<file path="src/rtl/kpsd_pkg.sv">
// Shared types, constants and the segment decode table for the keypad scanner and display.
`default_nettype none
package kpsd_pkg;

   // Digit code that shows nothing.
   localparam logic [4:0] CODE_BLANK = 5'h10;

   // Drive bytes (active low) and the segment byte that lights nothing.
   localparam logic [7:0] DRIVE_NONE  = 8'hFF;
   localparam logic [7:0] DRIVE_PROBE = 8'h00;
   localparam logic [7:0] SEG_DARK    = 8'hFF;

   // Register indexes on the configuration port.
   localparam logic REG_DWELL    = 1'b0;
   localparam logic REG_DEBOUNCE = 1'b1;

   // Reset values of the registers.
   localparam logic [7:0] DWELL_RESET    = 8'd3;
   localparam logic [3:0] DEBOUNCE_RESET = 4'd2;

   // One result beat.
   typedef struct packed {
      logic [7:0] seg_out;
      logic [7:0] drive_out;
      logic       key_valid;
      logic [3:0] key_code;
      logic [2:0] key_slot;
   } rsp_type;

   // Active-low segment pattern for a digit code: hex digits, then blank.
   function automatic logic [7:0] seg_pattern(input logic [4:0] code);
      logic [7:0] pat;
      unique case (code)
         5'd0:    pat = 8'hC0;
         5'd1:    pat = 8'hF9;
         5'd2:    pat = 8'hA4;
         5'd3:    pat = 8'hB0;
         5'd4:    pat = 8'h99;
         5'd5:    pat = 8'h92;
         5'd6:    pat = 8'h82;
         5'd7:    pat = 8'hF8;
         5'd8:    pat = 8'h80;
         5'd9:    pat = 8'h90;
         5'd10:   pat = 8'h88;
         5'd11:   pat = 8'h83;
         5'd12:   pat = 8'hC6;
         5'd13:   pat = 8'hA1;
         5'd14:   pat = 8'h86;
         5'd15:   pat = 8'h8E;
         default: pat = SEG_DARK;
      endcase
      return pat;
   endfunction

endpackage
`default_nettype wire

</file>
<file path="src/rtl/keypad_scan_display_mux.sv">
// A tick beat's result beat enters the result queue at the edge that accepts the tick.
// Throughput: one tick beat per cycle while the result queue has room; the sequencer
// updates state once per beat; the two-entry queue takes input while a result waits.
// Reset (synchronous, active high): idle probe phase, counters cleared, all digits blank,
// segment latch dark, dwell 3 ticks, debounce 2 frames, result queue empty.
`default_nettype none
module keypad_scan_display_mux #(
   parameter int NUM_DIGITS = 8
) (
   input  wire         clock,
   input  wire         reset,
   // Tick beats: tdata holds return_lines [1:0], zeros above.
   input  wire         req_tvalid,
   output logic        req_tready,
   input  wire  [7:0]  req_tdata,
   // Result beats: tdata holds seg_out [7:0], drive_out [15:8], key_code [19:16],
   // key_slot [22:20], zero [23]; tuser holds key_valid [0].
   output logic        rsp_tvalid,
   input  wire         rsp_tready,
   output logic [23:0] rsp_tdata,
   output logic [0:0]  rsp_tuser,
   // Configuration port.
   input  wire         csr_psel,
   input  wire         csr_penable,
   input  wire         csr_pwrite,
   input  wire  [2:0]  csr_paddr,
   input  wire  [31:0] csr_pwdata,
   output logic [31:0] csr_prdata,
   output logic        csr_pready
);
   import kpsd_pkg::*;

   localparam int IDX_W = (NUM_DIGITS > 1) ? $clog2(NUM_DIGITS) : 1;
   localparam logic [IDX_W-1:0] LAST_DIGIT = IDX_W'(NUM_DIGITS - 1);

   typedef enum logic [2:0] {
      PH_IDLE_PROBE    = 3'd0,
      PH_IDLE_REFRESH  = 3'd1,
      PH_DEB_REFRESH   = 3'd2,
      PH_CONFIRM_PROBE = 3'd3,
      PH_ROW_WALK      = 3'd4,
      PH_REL_PROBE     = 3'd5,
      PH_REL_REFRESH   = 3'd6
   } phase_type;

   // Registers.
   logic [7:0]       dwell_ticks_ff;
   logic [3:0]       debounce_ff;
   phase_type        phase_ff, phase_in;
   logic             probe_pending_ff, probe_pending_in;
   logic [IDX_W-1:0] digit_index_ff, digit_index_in;
   logic [7:0]       dwell_count_ff, dwell_count_in;
   logic [3:0]       frame_count_ff, frame_count_in;
   logic [2:0]       row_index_ff, row_index_in;
   logic [3:0]       found_code_ff, found_code_in;
   logic [IDX_W-1:0] write_slot_ff, write_slot_in;
   logic [7:0]       seg_latch_ff, seg_latch_in;
   logic [4:0]       digit_codes_ff [NUM_DIGITS];

   logic             tick;
   logic             cfg_write;
   logic             code_write;
   logic [1:0]       down;
   logic             fifo_ready;
   rsp_type          rsp_in;
   rsp_type          rsp_out;

   assign tick      = req_tvalid && req_tready;
   assign down      = ~req_tdata[1:0];
   assign cfg_write = csr_psel && csr_penable && csr_pwrite && csr_pready;

   // Configuration port: always ready, reads return the register.
   assign csr_pready = 1'b1;
   always_comb begin
      unique case (csr_paddr[2])
         REG_DWELL:    csr_prdata = {24'd0, dwell_ticks_ff};
         REG_DEBOUNCE: csr_prdata = {28'd0, debounce_ff};
         default:      csr_prdata = 32'd0;
      endcase
   end

   always_ff @(posedge clock) begin
      if (reset) begin
         dwell_ticks_ff <= DWELL_RESET;
         debounce_ff    <= DEBOUNCE_RESET;
      end else if (cfg_write) begin
         unique case (csr_paddr[2])
            REG_DWELL:    dwell_ticks_ff <= csr_pwdata[7:0];
            REG_DEBOUNCE: debounce_ff    <= csr_pwdata[3:0];
            default:      dwell_ticks_ff <= dwell_ticks_ff;
         endcase
      end
   end

   // One scan tick: first take the probe answer, then run this tick's phase.
   always_comb begin
      logic [7:0]       dwell;
      logic [3:0]       need;
      logic [4:0]       frame_next;
      logic [7:0]       seg;
      logic [7:0]       drive;
      logic             kvalid;
      logic [3:0]       kcode;
      logic [2:0]       kslot;

      phase_in         = phase_ff;
      probe_pending_in = probe_pending_ff;
      digit_index_in   = digit_index_ff;
      dwell_count_in   = dwell_count_ff;
      frame_count_in   = frame_count_ff;
      row_index_in     = row_index_ff;
      found_code_in    = found_code_ff;
      write_slot_in    = write_slot_ff;
      seg_latch_in     = seg_latch_ff;
      code_write       = 1'b0;
      seg              = seg_latch_ff;
      drive            = DRIVE_NONE;
      kvalid           = 1'b0;
      kcode            = 4'd0;
      kslot            = 3'd0;

      // Answer to last tick's probe or row drive.
      if (probe_pending_ff) begin
         probe_pending_in = 1'b0;
         unique case (phase_ff)
            PH_IDLE_PROBE: begin
               phase_in       = (down != 2'b00) ? PH_DEB_REFRESH : PH_IDLE_REFRESH;
               digit_index_in = '0;
               dwell_count_in = 8'd0;
               frame_count_in = 4'd0;
            end
            PH_CONFIRM_PROBE: begin
               if (down != 2'b00) begin
                  phase_in     = PH_ROW_WALK;
                  row_index_in = 3'd0;
               end else begin
                  phase_in = PH_IDLE_PROBE;
               end
            end
            PH_ROW_WALK: begin
               if (down != 2'b00) begin
                  found_code_in = {down[1], row_index_ff};
                  phase_in      = PH_REL_PROBE;
               end else if (row_index_ff == 3'd7) begin
                  phase_in = PH_IDLE_PROBE;
               end else begin
                  row_index_in = row_index_ff + 3'd1;
               end
            end
            PH_REL_PROBE: begin
               if (down != 2'b00) begin
                  phase_in       = PH_REL_REFRESH;
                  digit_index_in = '0;
                  dwell_count_in = 8'd0;
                  frame_count_in = 4'd0;
               end else begin
                  // Key released: report it and store it in the next slot.
                  kvalid        = 1'b1;
                  kcode         = found_code_ff;
                  kslot         = 3'(write_slot_ff);
                  code_write    = 1'b1;
                  write_slot_in = (write_slot_ff == LAST_DIGIT) ? '0
                                                                : write_slot_ff + 1'b1;
                  phase_in      = PH_IDLE_PROBE;
               end
            end
            default: phase_in = PH_IDLE_PROBE;
         endcase
      end

      // This tick's activity.
      dwell      = (dwell_ticks_ff == 8'd0) ? 8'd1 : dwell_ticks_ff;
      need       = ((phase_in == PH_REL_REFRESH) || (debounce_ff == 4'd0)) ? 4'd1
                                                                           : debounce_ff;
      frame_next = {1'b0, frame_count_in} + 5'd1;
      unique case (phase_in)
         PH_IDLE_REFRESH, PH_DEB_REFRESH, PH_REL_REFRESH: begin
            if (dwell_count_in < dwell) begin
               // Digit lit.
               seg_latch_in   = seg_pattern(digit_codes_ff[digit_index_in]);
               seg            = seg_latch_in;
               drive          = ~(8'd1 << digit_index_in);
               dwell_count_in = dwell_count_in + 8'd1;
            end else begin
               // Blank tick, then move to the next digit or end the frame.
               dwell_count_in = 8'd0;
               if (digit_index_in == LAST_DIGIT) begin
                  digit_index_in = '0;
                  if (frame_next >= {1'b0, need}) begin
                     frame_count_in = 4'd0;
                     if (phase_in == PH_IDLE_REFRESH) begin
                        phase_in = PH_IDLE_PROBE;
                     end else if (phase_in == PH_DEB_REFRESH) begin
                        phase_in = PH_CONFIRM_PROBE;
                     end else begin
                        phase_in = PH_REL_PROBE;
                     end
                  end else begin
                     frame_count_in = frame_next[3:0];
                  end
               end else begin
                  digit_index_in = digit_index_in + 1'b1;
               end
            end
         end
         PH_ROW_WALK: begin
            drive            = ~(8'd1 << row_index_in);
            probe_pending_in = 1'b1;
         end
         PH_CONFIRM_PROBE, PH_REL_PROBE: begin
            drive            = DRIVE_PROBE;
            probe_pending_in = 1'b1;
         end
         default: begin
            phase_in         = PH_IDLE_PROBE;
            drive            = DRIVE_PROBE;
            probe_pending_in = 1'b1;
         end
      endcase

      rsp_in.seg_out   = seg;
      rsp_in.drive_out = drive;
      rsp_in.key_valid = kvalid;
      rsp_in.key_code  = kcode;
      rsp_in.key_slot  = kslot;
   end

   // Sequencer state advances once per accepted tick beat.
   always_ff @(posedge clock) begin
      if (reset) begin
         phase_ff         <= PH_IDLE_PROBE;
         probe_pending_ff <= 1'b0;
         digit_index_ff   <= '0;
         dwell_count_ff   <= 8'd0;
         frame_count_ff   <= 4'd0;
         row_index_ff     <= 3'd0;
         found_code_ff    <= 4'd0;
         write_slot_ff    <= '0;
         seg_latch_ff     <= SEG_DARK;
      end else if (tick) begin
         phase_ff         <= phase_in;
         probe_pending_ff <= probe_pending_in;
         digit_index_ff   <= digit_index_in;
         dwell_count_ff   <= dwell_count_in;
         frame_count_ff   <= frame_count_in;
         row_index_ff     <= row_index_in;
         found_code_ff    <= found_code_in;
         write_slot_ff    <= write_slot_in;
         seg_latch_ff     <= seg_latch_in;
      end
   end

   // Digit code store, blank after reset.
   always_ff @(posedge clock) begin
      if (reset) begin
         for (int i = 0; i < NUM_DIGITS; i++) begin
            digit_codes_ff[i] <= CODE_BLANK;
         end
      end else if (tick && code_write) begin
         digit_codes_ff[write_slot_ff] <= {1'b0, found_code_ff};
      end
   end

   // Result queue.
   assign req_tready = fifo_ready;

   kpsd_rsp_fifo u_rsp_fifo (
      .clock     (clock),
      .reset     (reset),
      .in_valid  (req_tvalid),
      .in_ready  (fifo_ready),
      .in_data   (rsp_in),
      .out_valid (rsp_tvalid),
      .out_ready (rsp_tready),
      .out_data  (rsp_out)
   );

   assign rsp_tdata = {1'b0, rsp_out.key_slot, rsp_out.key_code,
                       rsp_out.drive_out, rsp_out.seg_out};
   assign rsp_tuser = rsp_out.key_valid;

`ifndef SYNTHESIS
   // A key is reported only on the tick that starts a new all-rows probe.
   a_key_with_probe : assert property (@(posedge clock) disable iff (reset)
      (rsp_tvalid && rsp_tuser[0]) |-> (rsp_tdata[15:8] == DRIVE_PROBE))
      else $error("key reported without an all-rows probe drive");

   // A pending probe answer is only ever awaited from a probing phase.
   a_pending_phase : assert property (@(posedge clock) disable iff (reset)
      probe_pending_ff |-> (phase_ff == PH_IDLE_PROBE || phase_ff == PH_CONFIRM_PROBE ||
                            phase_ff == PH_ROW_WALK || phase_ff == PH_REL_PROBE))
      else $error("probe answer pending outside a probing phase");

   // Digit and slot pointers stay inside the display.
   a_index_range : assert property (@(posedge clock) disable iff (reset)
      (digit_index_ff <= LAST_DIGIT) && (write_slot_ff <= LAST_DIGIT))
      else $error("digit pointer beyond the last digit");

   // A refresh phase never leaves a probe answer pending on the next tick.
   a_refresh_no_probe : assert property (@(posedge clock) disable iff (reset)
      (tick && (phase_in == PH_IDLE_REFRESH || phase_in == PH_DEB_REFRESH ||
                phase_in == PH_REL_REFRESH)) |=> !probe_pending_ff)
      else $error("probe pending after a refresh tick");
`endif

endmodule
`default_nettype wire

</file>
<file path="src/rtl/kpsd_rsp_fifo.sv">
// Two-entry result queue that decouples the scan sequencer from the result channel.
`default_nettype none
module kpsd_rsp_fifo (
   input  wire                 clock,
   input  wire                 reset,
   input  wire                 in_valid,
   output logic                in_ready,
   input  kpsd_pkg::rsp_type   in_data,
   output logic                out_valid,
   input  wire                 out_ready,
   output kpsd_pkg::rsp_type   out_data
);
   import kpsd_pkg::*;

   rsp_type    slot_ff [2];
   logic       wr_ptr_ff, wr_ptr_in;
   logic       rd_ptr_ff, rd_ptr_in;
   logic [1:0] count_ff, count_in;
   logic       push, pop;

   // Handshake status comes straight from the fill count.
   assign in_ready  = (count_ff != 2'd2);
   assign out_valid = (count_ff != 2'd0);
   assign out_data  = slot_ff[rd_ptr_ff];
   assign push      = in_valid && in_ready;
   assign pop       = out_valid && out_ready;

   // Pointer and count updates.
   always_comb begin
      wr_ptr_in = push ? ~wr_ptr_ff : wr_ptr_ff;
      rd_ptr_in = pop ? ~rd_ptr_ff : rd_ptr_ff;
      count_in  = count_ff;
      if (push && !pop) begin
         count_in = count_ff + 2'd1;
      end else if (pop && !push) begin
         count_in = count_ff - 2'd1;
      end
   end

   // Control state.
   always_ff @(posedge clock) begin
      if (reset) begin
         wr_ptr_ff <= 1'b0;
         rd_ptr_ff <= 1'b0;
         count_ff  <= 2'd0;
      end else begin
         wr_ptr_ff <= wr_ptr_in;
         rd_ptr_ff <= rd_ptr_in;
         count_ff  <= count_in;
      end
   end

   // Payload storage needs no reset.
   always_ff @(posedge clock) begin
      if (push) begin
         slot_ff[wr_ptr_ff] <= in_data;
      end
   end

endmodule
`default_nettype wire
</file>
<file path="config.mk">
export PLATFORM = sky130hd
export DESIGN_NAME = keypad_scan_display_mux
export DESIGN_NICKNAME = d
export VERILOG_FILES = /design/src/rtl/kpsd_pkg.sv /design/src/rtl/keypad_scan_display_mux.sv /design/src/rtl/kpsd_rsp_fifo.sv
export SDC_FILE = /design/constraint.sdc
export NUM_CORES = 1
export LEC_CHECK = 0
export ABC_AREA = 1
export BUFFER_PORTS_ARGS = -buffer_cell sky130_fd_sc_hd__buf_4
export CORE_MARGIN = 4
export CORE_UTILIZATION = 35
export CTS_CLUSTER_DIAMETER = 40
export DETAILED_ROUTE_END_ITERATION = 10
export HOLD_SLACK_MARGIN = 0.06
export PLACE_DENSITY = 0.62
export SYNTH_ARGS = -nofsm -noshare
export SYNTH_HDL_FRONTEND = slang
export SYNTH_SLANG_ARGS = --single-unit
export TNS_END_PERCENT = 30
</file>
<file path="constraint.sdc">
create_clock -name clock -period 3.3 [get_ports clock]
set_input_delay 0.165 -clock clock [delete_from_list [all_inputs] [get_ports clock]]
set_output_delay 0.165 -clock clock [all_outputs]
set_load 0.1 [all_outputs]
</file>
== Word level (Yosys, flattened, before mapping) ==
Memories as Yosys holds them, arrays and structs flattened. A register that Yosys moved wholly into a read port is not among the register bits.
Cells that the tools add are included.

* Register bits after elaboration: 53
* Bits in writable memories: 88
* Memory bits (read-only): 112
* Input port bits: 50
* Logic and storage cells: 140
* Memories: 3

{| class="wikitable"
|+ Memory list
! name !! words !! bits a word !! read ports !! clocked after memory_dff !! write ports !! RTL line !! source
|-
| (name not given) || 16 || 7 || 1 || 0 || 0 || kpsd_pkg.sv:33 || <nowiki>unique case (code)</nowiki>
|-
| u_rsp_fifo.slot_ff || 2 || 24 || 1 || 1 || 1 || kpsd_rsp_fifo.sv:15 || <nowiki>rsp_type slot_ff [2];</nowiki>
|-
| digit_codes_ff || 8 || 5 || 1 || 0 || 8 || keypad_scan_display_mux.sv:58 || <nowiki>logic [4:0] digit_codes_ff [NUM_DIGITS];</nowiki>
|}

* Add/sub/neg operators: 7
* Order comparisons: 2
* Equality and inequality tests: 13
* Shift operators: 2
* Mux-type cells: 69
* Bitwise gates (word level): 7
* Reductions and logical operators: 23

{| class="wikitable"
|+ Operator list
! operator !! count
|-
| two-way mux 3 bit || 24
|-
| two-way mux 8 bit || 9
|-
| one-hot mux 32 bit (2 select lines) || 1
|-
| two-way mux 4 bit || 10
|-
| one-hot mux 8 bit (2 select lines) || 2
|-
| == test 3 bit (second input constant) || 8
|-
| one-hot mux 3 bit (2 select lines) || 3
|-
| inverter 8 bit || 2
|-
| left shift 1 x 3 -> 8 bit (first input constant) || 2
|-
| two-way mux 1 bit || 14
|-
| one-hot mux 3 bit (4 select lines) || 1
|-
| adder 3 x 1 -> 3 bit (second input constant) || 3
|-
| == test 3 x 2 -> 1 bit (second input constant) || 3
|-
| adder 8 x 1 -> 8 bit (second input constant) || 1
|-
| logical NOT 8 bit || 1
|-
| less-than comparator 8 bit || 1
|-
| one-hot mux 4 bit (2 select lines) || 1
|-
| AND reduction 4 bit || 2
|-
| logical AND 1 bit || 7
|-
| two-way mux 2 bit || 3
|-
| nonzero test 2 bit || 3
|-
| OR reduction 3 bit || 2
|-
| adder 4 x 1 -> 5 bit (second input constant) || 1
|-
| >= comparator 5 x 4 -> 1 bit || 1
|-
| 13 further kinds || 18
|}

== Logic depth before layout (Yosys ltp) ==
Gate-level depths: netlist of run 1.

* Depth in word-level cells: 13
* Depth in mapped cells: 23

== Cells and area by module ==
From an unflattened synthesis of run 1, not the netlist that was laid out.

* Cell total of the unflattened synthesis: 903
* Area, all modules: 7733.7 um2

{| class="wikitable"
|+ Modules (own cells, without submodules)
! module !! instances !! cells each !! area an instance (um2) !! seq. area each (um2)
|-
| keypad_scan_display_mux || 1 || 791 || 5656.7 || 2102.0
|-
| kpsd_rsp_fifo || 1 || 112 || 2077.0 || 1541.5
|}

== Worst setup path before layout of run 1 ==
Ideal clock, no wire load.

* Path kind: register -> register
* From: reg u_rsp_fifo.count_ff[0]
* To: mem u_rsp_fifo.slot_ff[0][0] (netlist name) (enable)
* Library setup time: 0.405 ns
* Arrival: 2.912 ns
* Required time: 2.895 ns
* Slack: -0.017 ns
* Stages on the path, launching flop included: 7
* Period minus slack after synthesis: 3.317 ns
* Cells stage by stage: dfxtp_1 -> inv_1 -> nand2_1 -> nand2_1 -> clkbuf_1 -> clkbuf_1 -> nor2_1

* Word-level cells in the longest chain between the ends: 4

{| class="wikitable"
|+ RTL lines
! item !! RTL line !! source
|-
| from (decl) || kpsd_rsp_fifo.sv:18 || <nowiki>logic [1:0] count_ff, count_in;</nowiki>
|-
| from (signal assigned) || kpsd_rsp_fifo.sv:49 || <nowiki>count_ff <= count_in;</nowiki>
|-
| != test 2 bit || kpsd_rsp_fifo.sv:22 || <nowiki>assign in_ready = (count_ff != 2'd2);</nowiki>
|-
| via req_tready || keypad_scan_display_mux.sv:14 || <nowiki>output logic req_tready,</nowiki>
|-
| logical AND 1 bit || kpsd_rsp_fifo.sv:25 || <nowiki>assign push = in_valid && in_ready;</nowiki>
|-
| two-way mux 1 bit || kpsd_rsp_fifo.sv:55 || <nowiki>if (push) begin</nowiki>
|-
| two-way mux 1 bit (implied by the code) || kpsd_rsp_fifo.sv:56 || <nowiki>slot_ff[wr_ptr_ff] <= in_data;</nowiki>
|-
| to (decl) || kpsd_rsp_fifo.sv:15 ||
|}

The timed path passes the listed nets, and every way through them passes these cells.

==> impl_metrics.json, run 1 <==
{
  "drive_gt1_share_pct": 17.61,
  "fp-row-count": 54,
  "h-tree-depth": 4,
  "hold_viol": 0,
  "cp.depth": 18,
  "synth-seq-cells": 142,
  "vias_per_cell": 4.732,
  "crit_path_end_kind": "register",
  "antenna-diode-count": 0,
  "synth_flop_cell": "edfxtp_1",
  "drt_iter0_drc": 436,
  "drv_slew": 0,
  "holdPathStages": 3,
  "required_ps": 3480,
  "num_vias": 6028,
  "path_clk_slew_ps": 70,
  "final_antenna_net_count": 0,
  "top_usage_layer": "met2",
  "tightest_slew_ps": 519.9,
  "period_share_pct": 91.47,
  "antenna_found_initial": 0,
  "register_area_um2": 3650,
  "rsz0062_at_grt": "no",
  "cts_buffers": 17,
  "finClkSkew_ps": 12.52,
  "synth_edf_count": 80,
  "p_per_area_nw_per_um2": 761.7,
  "detailed_place_hpwl_um": 12430,
  "seq_power_share_pct": 33.1,
  "syn_inst": 915,
  "first_pass_iters": 5,
  "relSlewSlack_pct": 65.30,
  "worstPathCellList": "dlygate4sd3_1 -> buf_4 -> nand2_1 -> inv_1 -> nand2_2 -> nand3_4 -> buf_4 -> nand2_1 -> inv_1 -> ha_1 -> a21oi_1 -> nor2_1 -> a211oi_1 -> buf_4 -> nand3_4 -> nor2_4 -> nand2_1 -> and2_1",
  "gr-usage-all-layers_pct": 14.54,
  "pwr-share-clk_pct": 27.4,
  "nFillCells": 2157,
  "reg2reg_depth": 16,
  "netlist_area_um2": 7729,
  "boundaryPins": 110,
  "setup_ws_ps": 281.6,
  "cap_violations": 0,
  "critPathMaxStageDelay_ps": 540,
  "irDropWorstVdd_mv": 0.3833,
  "tns_ps": 0,
  "root_buffer": "clkbuf_16",
  "async_reset_ff_share_pct": 0,
  "crit_slowest_cell": "dlygate4sd3_1",
  "cts_tree": "yes",
  "use_met3_pct": 3.125,
  "critPathTopFamily": "buffers and inverters",
  "core_um2": 21760,
  "use_met2_pct": 24.80,
  "yosys_warnings": 0,
  "syn2layout_area_growth_pct": 16.67,
  "grt_overflow": 0,
  "dp.cells": 1226,
  "routabilityCongestion": 0.8636,
  "cp_max_fo": 11,
  "path_class": "input pin to register",
  "die_width_um": 156.6,
  "min_period_ps": 3018,
  "nNetsFinal": 1060,
  "portBuffers": 51,
  "dpl_worst_slack_ps": 137.2,
  "syn_area_per_cell_um2": 8.447,
  "r2r_end": "u_rsp_fifo.slot_ff[1][20]$_DFFE_PP_",
  "regToRegSetupSlack_ps": 400,
  "p_int_mw": 3.935,
  "die-area_um2": 24520,
  "grt_max_degree": 37,
  "start_util_pct": 35.52,
  "synth_cell_types": 42,
  "p_total_mw": 6.869,
  "setup_viol": 0,
  "post-route-drc-count": 0,
  "swShare_pct": 42.70,
  "hold_class": "input pin to register",
  "max_freq_mhz": 331.3,
  "die_h_um": 156.6,
  "clkLatencyLatePin_ps": 430,
  "multi_input_area_um2": 3416,
  "cts.sinks": 142,
  "wl_per_cell_um": 13.60,
  "min_to": "u_rsp_fifo.rd_ptr_ff$_SDFFE_PP0P_",
  "status": "completed",
  "holdWs_ps": 101.4,
  "ctsLongestPathBuffers": 2,
  "arrival_ps": 3200,
  "cp-start-kind": "input pin",
  "r2r-start": "phase_ff[1]$_SDFFE_PP0P_",
  "grt_pass1_vias": 5713,
  "grt_pass1_wl_um": 28280,
  "ys_seq_area_share_pct": 47.14,
  "critPathBufInv": 6,
  "power.switching_mw": 2.933,
  "p_comb_share_pct": 39.5,
  "worstHoldStart": "rsp_tready",
  "leakage_nw": 3.831,
  "final_cells": 1274,
  "routed_wirelength_um": 17330,
  "gr-usage-met1_pct": 18.56
}
[synth_stat cells (3+ instances only)]
library cell | number | area share, %
or2_1 | 6 | 0.49
nand3_1 | 63 | 4.1
nand4_1 | 10 | 0.81
nand3b_1 | 7 | 0.68
clkbuf_1 | 17 | 0.83
clkinv_1 | 5 | 0.24
a21oi_1 | 53 | 3.4
nor2_2 | 4 | 0.32
buf_6 | 5 | 0.73
o21ai_1 | 3 | 0.19
inv_1 | 104 | 5.1
dfxtp_1 | 62 | 16
nor2_1 | 107 | 5.2
o21ai_0 | 58 | 3.8
nor3_1 | 5 | 0.32
or2_2 | 4 | 0.32
mux2_2 | 24 | 3.5
nand2_2 | 7 | 0.57
ha_1 | 29 | 4.7
and2_1 | 5 | 0.40
nand2_1 | 175 | 8.5
edfxtp_1 | 80 | 31
nand3_2 | 8 | 1.0
nand2_4 | 8 | 1.2
inv_2 | 4 | 0.19
o211ai_1 | 9 | 0.87
buf_4 | 29 | 2.8
[layout make-up]
class                      instances  area share, %
clock buffer                      20          5.065
sequential                       142          40.47
inverter                         114          4.773
timing repair buffer              76          6.577
clock inverter                    12          1.346
multi-input combinational        630          37.88
tap                              280          3.885
[metrics by stage]
stage	cell area, µm²	utilization (%)
after global routing	9017	41.45
after global placement	8277	38.04
after floorplan	7821	-
after CTS	8945	41.11
final	9017	41.45
after detailed placement	8277	38.04
[cell usage in the layout, fill, tap and decap left out, types with 6 or more instances in the layout]
cell,Yosys,layout
inv_6,0,8
mux2_2,24,24
a21oi_1,53,52
clkbuf_16,0,17
dlygate4sd3_1,0,9
nand4_1,10,10
inv_1,104,104
ha_1,29,29
conb_1,2,26
buf_4,29,67
nand2_1,175,173
nand3_2,8,8
dfxtp_1,62,57
nand2_2,7,9
nor2_1,107,105
nand3_1,63,63
or2_1,6,6
o21ai_0,58,58
nand2_4,8,8
nand3b_1,7,7
o211ai_1,9,9
edfxtp_1,80,80
nor2_2,4,6
[state kept, by name, indices dropped and copies added, names as in the netlist, named ones only]
signal                flops
seg_latch_ff              8
dwell_ticks_ff            8
dwell_count_ff            8
frame_count_ff            4
write_slot_ff             3
row_index_ff              3
digit_codes_ff           40
phase_ff                  3
u_rsp_fifo.wr_ptr_ff      1
u_rsp_fifo.count_ff       2
found_code_ff             4
u_rsp_fifo.slot_ff       48
u_rsp_fifo.rd_ptr_ff      1
digit_index_ff            3
debounce_ff               4
probe_pending_ff          1
[worst register-to-register path: cells and delay by family (launching register included)]
kind / cells / cell delay (ps)
buf+inv: 3 / 470
fa+ha+maj: 1 / 310
simple gates: 10 / 1260
flops: 1 / 340
compound gates: 2 / 300
[worst max path at each step]
stage | start | to | slack [ps]
after floorplan | u_rsp_fifo.count_ff[0]$_SDFFE_PP0P_ | u_rsp_fifo.slot_ff[1][0]$_DFFE_PP_ | 160
after global placement | phase_ff[0]$_SDFFE_PP0P_ | frame_count_ff[1]$_SDFFE_PP0P_ | 130
after detailed placement | phase_ff[0]$_SDFFE_PP0P_ | frame_count_ff[1]$_SDFFE_PP0P_ | 140
after CTS | phase_ff[0]$_SDFFE_PP0P_ | frame_count_ff[1]$_SDFFE_PP0P_ | 120
after global routing | phase_ff[2]$_SDFFE_PP0P_ | frame_count_ff[1]$_SDFFE_PP0P_ | 4
final | req_tdata[1] | u_rsp_fifo.slot_ff[1][20]$_DFFE_PP_ | 280
[what timing repair did]
action                                  CTS  global route
gates resized for setup                   0             9
endpoints found under the setup margin    0            20
setup buffers                             0             7
hold buffers                              9             0
endpoints found under the hold margin    13             0
[power by group through the flow]
| stage | clock [mW] | combinational [mW] | sequential [mW] |
|---|---|---|---|
| floorplan | 0 | 2.18 | 2.27 |
| global placement | 0 | 2.64 | 2.30 |
| detailed placement | 0 | 2.66 | 2.31 |
| CTS | 1.91 | 2.68 | 2.27 |
| global route | 1.99 | 2.93 | 2.30 |
| finish | 1.88 | 2.71 | 2.27 |
[layer usage]
| layer | vias up | part of all wire (%) |
|---|---|---|
| met5 | - | 0 |
| met4 | 0 | 1.2 |
| met3 | 14 | 4.7 |
| met2 | 122 | 49 |
| met1 | 2794 | 45 |
| li1 | 3098 | - |
[logic make-up (layout without fill, tap and decap cells)]
kind of cell,after synthesis,count (layout),synth area share (%)
compound gates,135,135,9.551
buf+inv,167,222,10.07
xor+xnor,2,2,0.2267
fa+ha+maj,29,29,4.695
other cells,2,26,0.09717
mux,24,24,3.497
flops,142,142,47.14
simple gates,414,414,24.72
Power figures use the tool's default switching activity.
==> inputs of run 2 (changes only) <==
--- a/config.mk
+++ b/config.mk
@@ -5,11 +5,9 @@
 export SDC_FILE = /design/constraint.sdc
 export NUM_CORES = 1
 export LEC_CHECK = 0
-export ABC_AREA = 1
 export BUFFER_PORTS_ARGS = -buffer_cell sky130_fd_sc_hd__buf_4
 export CORE_MARGIN = 4
 export CORE_UTILIZATION = 35
-export CTS_CLUSTER_DIAMETER = 40
 export DETAILED_ROUTE_END_ITERATION = 10
 export HOLD_SLACK_MARGIN = 0.06
 export PLACE_DENSITY = 0.62
==> impl_metrics.json, run 2 <==
{
  "setup_viol": 0,
  "final_common_cell": "buf_4",
  "root_buffer": "clkbuf_16",
  "hold_viol": 0,
  "path_clk_slew_ps": 70,
  "die_width_um": 155.2,
  "synth_edf_count": 80,
  "start_util_pct": 35.84,
  "syn2layout_area_growth_pct": 21.78,
  "synth_most_common_cell": "edfxtp_1",
  "multi_input_area_um2": 3689,
  "vias_per_cell": 5.061,
  "cp-start-kind": "register",
  "routed_wirelength_um": 17840,
  "cap_violations": 0,
  "first_pass_iters": 5,
  "async_reset_ff_share_pct": 0,
  "netlist_area_um2": 7582,
  "routabilityCongestion": 0.8887,
  "post-route-drc-count": 0,
  "largestRegisters": "u_rsp_fifo.slot_ff (48), digit_codes_ff (40)",
  "p_comb_share_pct": 31.7,
  "gr-usage-all-layers_pct": 14.87,
  "nFillCells": 2006,
  "power.switching_mw": 2.252,
  "regMostFlops": "u_rsp_fifo.slot_ff",
  "drt_iter0_drc": 380,
  "required_ps": 3660,
  "p_per_area_nw_per_um2": 624.3,
  "boundaryPins": 110,
  "portBuffers": 51,
  "die-area_um2": 24080,
  "h-tree-depth": 4,
  "crit_path_end_kind": "register",
  "register_area_um2": 3652,
  "ys_seq_area_share_pct": 48.05,
  "tightest_slew_ps": 868.3,
  "ctsLongestPathBuffers": 2,
  "clkLatencyLatePin_ps": 440,
  "antenna_found_initial": 0,
  "hold_class": "input pin to register",
  "syn_area_per_cell_um2": 10.16,
  "drv_slew": 0,
  "grt_overflow": 0,
  "max_freq_mhz": 317.1,
  "nNetsFinal": 923,
  "synth-seq-cells": 142,
  "num_vias": 5729,
  "largest_reg_flops": 48,
  "syn_inst": 746,
  "yosys_warnings": 0,
  "pwr-share-clk_pct": 32.1,
  "detailed_place_hpwl_um": 12570,
  "synth_top_cells_by_area": "edfxtp_1 32%, dfxtp_1 16%, ha_1 4.8%",
  "fp-row-count": 53,
  "grt_pass1_wl_um": 28380,
  "finClkSkew_ps": 13.00,
  "dpl_worst_slack_ps": -172.4,
  "cts_buffers": 17,
  "tns_ps": 0,
  "yosys.area.top_type": "edfxtp_1",
  "setup_ws_ps": 146.5,
  "seq_power_share_pct": 36.2,
  "cts.sinks": 142,
  "wl_per_cell_um": 15.76,
  "swShare_pct": 39.08,
  "grt_pass1_vias": 5502,
  "synth_cell_types": 71,
  "grt_max_degree": 56,
  "p_int_mw": 3.512,
  "core_um2": 21150,
  "final_cell_mix": "106 x buf_4, 80 x edfxtp_1, 75 x nor2_1, 57 x dfxtp_1, 54 x and2_1",
  "antenna-diode-count": 0,
  "die_h_um": 155.2,
  "final_antenna_net_count": 0,
  "drive_gt1_share_pct": 24.27,
  "yosysTopAreaCellShare_pct": 31.68,
  "min_period_ps": 3153,
  "period_share_pct": 95.56,
  "irDropWorstVdd_mv": 0.3511,
  "status": "completed",
  "arrival_ps": 3510,
  "synthTopCellsByCount": "80 x edfxtp_1, 76 x nor2_1, 62 x dfxtp_1, 54 x and2_1, 52 x nand2_1",
  "cp_max_fo": 8,
  "leakage_nw": 3.589,
  "relSlewSlack_pct": 41.58,
  "cts_tree": "yes",
  "synth_flop_cell": "edfxtp_1",
  "path_class": "register to register"
}
## run 2: cell count changes in the layout (fill, tap and decap cells not counted), moves of 39 or more
| cell | delta |
|---|---|
| inv_1 | -85 |
| buf_4 | +39 |
| and2_1 | +49 |
| nand2_1 | -122 |
| nand3_1 | -45 |
## run 2: critical path, stage by stage (launching register included)
cell and delay (ps):
dfxtp_4 370, or2_4 280, o21ai_4 100, nand2_2 140, and2_1 190, ha_1 280, nand4_1 120, nor2_1 90
a2111o_1 480, buf_4 170, o21a_4 220, buf_4 170, nor3_1 200, nand4b_1 120, a21oi_1 140
## run 2: through the flow
stage                     total power, mW  instance area, µm²  instances  hold slack [ps]  utilization (%)
final                               5.764                9234       1132            106.6            43.65
after global routing                5.988                9234       1132            132.7            43.65
after CTS                           5.792                9140       1130            105.8            43.21
after detailed placement            3.929                8459       1088            397.8            39.99
after global placement              3.916                8459       1088            395.2            39.99
after floorplan                     3.527                7672        770            290.1                -
## run 2: kinds of logic after synthesis
| kind of cell | after synthesis | synth area share (%) |
|---|---|---|
| buffers and inverters | 85 | 5.726 |
| and+or+nand+nor | 272 | 18.07 |
| xor gates and xnor gates | 6 | 0.6931 |
| DFF | 142 | 48.05 |
| adders and majority gates | 29 | 4.786 |
| AOI/OAI and AO/OA | 152 | 14.13 |
| other | 2 | 0.09905 |
| muxes | 58 | 8.449 |
## run 2: cell type report
cell class	instances	area share, %
flip-flops and latches	142	39.55
clock inverters	15	1.531
inverters	23	0.9350
well taps	275	3.726
repair buffers	116	9.702
multi-input cells	544	39.95
clock buffers	17	4.607
## run 2: power by group through the flow
stage,Sequential [mW],Combinational (mW),Clock (mW)
2_1_floorplan,2.11,1.41,0
3_3_place_gp,2.12,1.80,0
3_5_place_dp,2.12,1.80,0
4_1_cts,2.09,1.82,1.88
5_1_grt,2.10,1.93,1.96
6_report,2.09,1.83,1.85
## run 2: path summary, 6_finish.rpt
| kind | startpoint | end | slack, ps | cells after the start |
|---|---|---|---|---|
| max reg2reg | phase_ff[0]$_SDFFE_PP0P_ | dwell_count_ff[4]$_SDFFE_PP0P_ | 150 | 14 |
| max | phase_ff[0]$_SDFFE_PP0P_ | dwell_count_ff[4]$_SDFFE_PP0P_ | 150 | 14 |
| min | rsp_tready | register | 110 | 4 |
| min reg2reg | seg_latch_ff[7]$_SDFFE_PP1P_ | seg_latch_ff[7]$_SDFFE_PP1P_ | 440 | 1 |
## run 2: routing by layer
| metal | global-route usage (%) | part of all wire (%) |
|---|---|---|
| met3 | 3.115 | 5.2 |
| met2 | 24.31 | 47 |
| met5 | 0 | 0 |
| met4 | 5.002 | 1.6 |
| met1 | 19.70 | 47 |
## run 2: timing repair
action | 4_1_cts | 5_1_grt
cloned | 0 | 1
setup endpoints to repair | 14 | 32
buffers inserted | 0 | 1
hold endpoints to repair | 14 | 0
resized for setup | 5 | 22
pin swaps | 1 | 10
hold buffers | 10 | 0
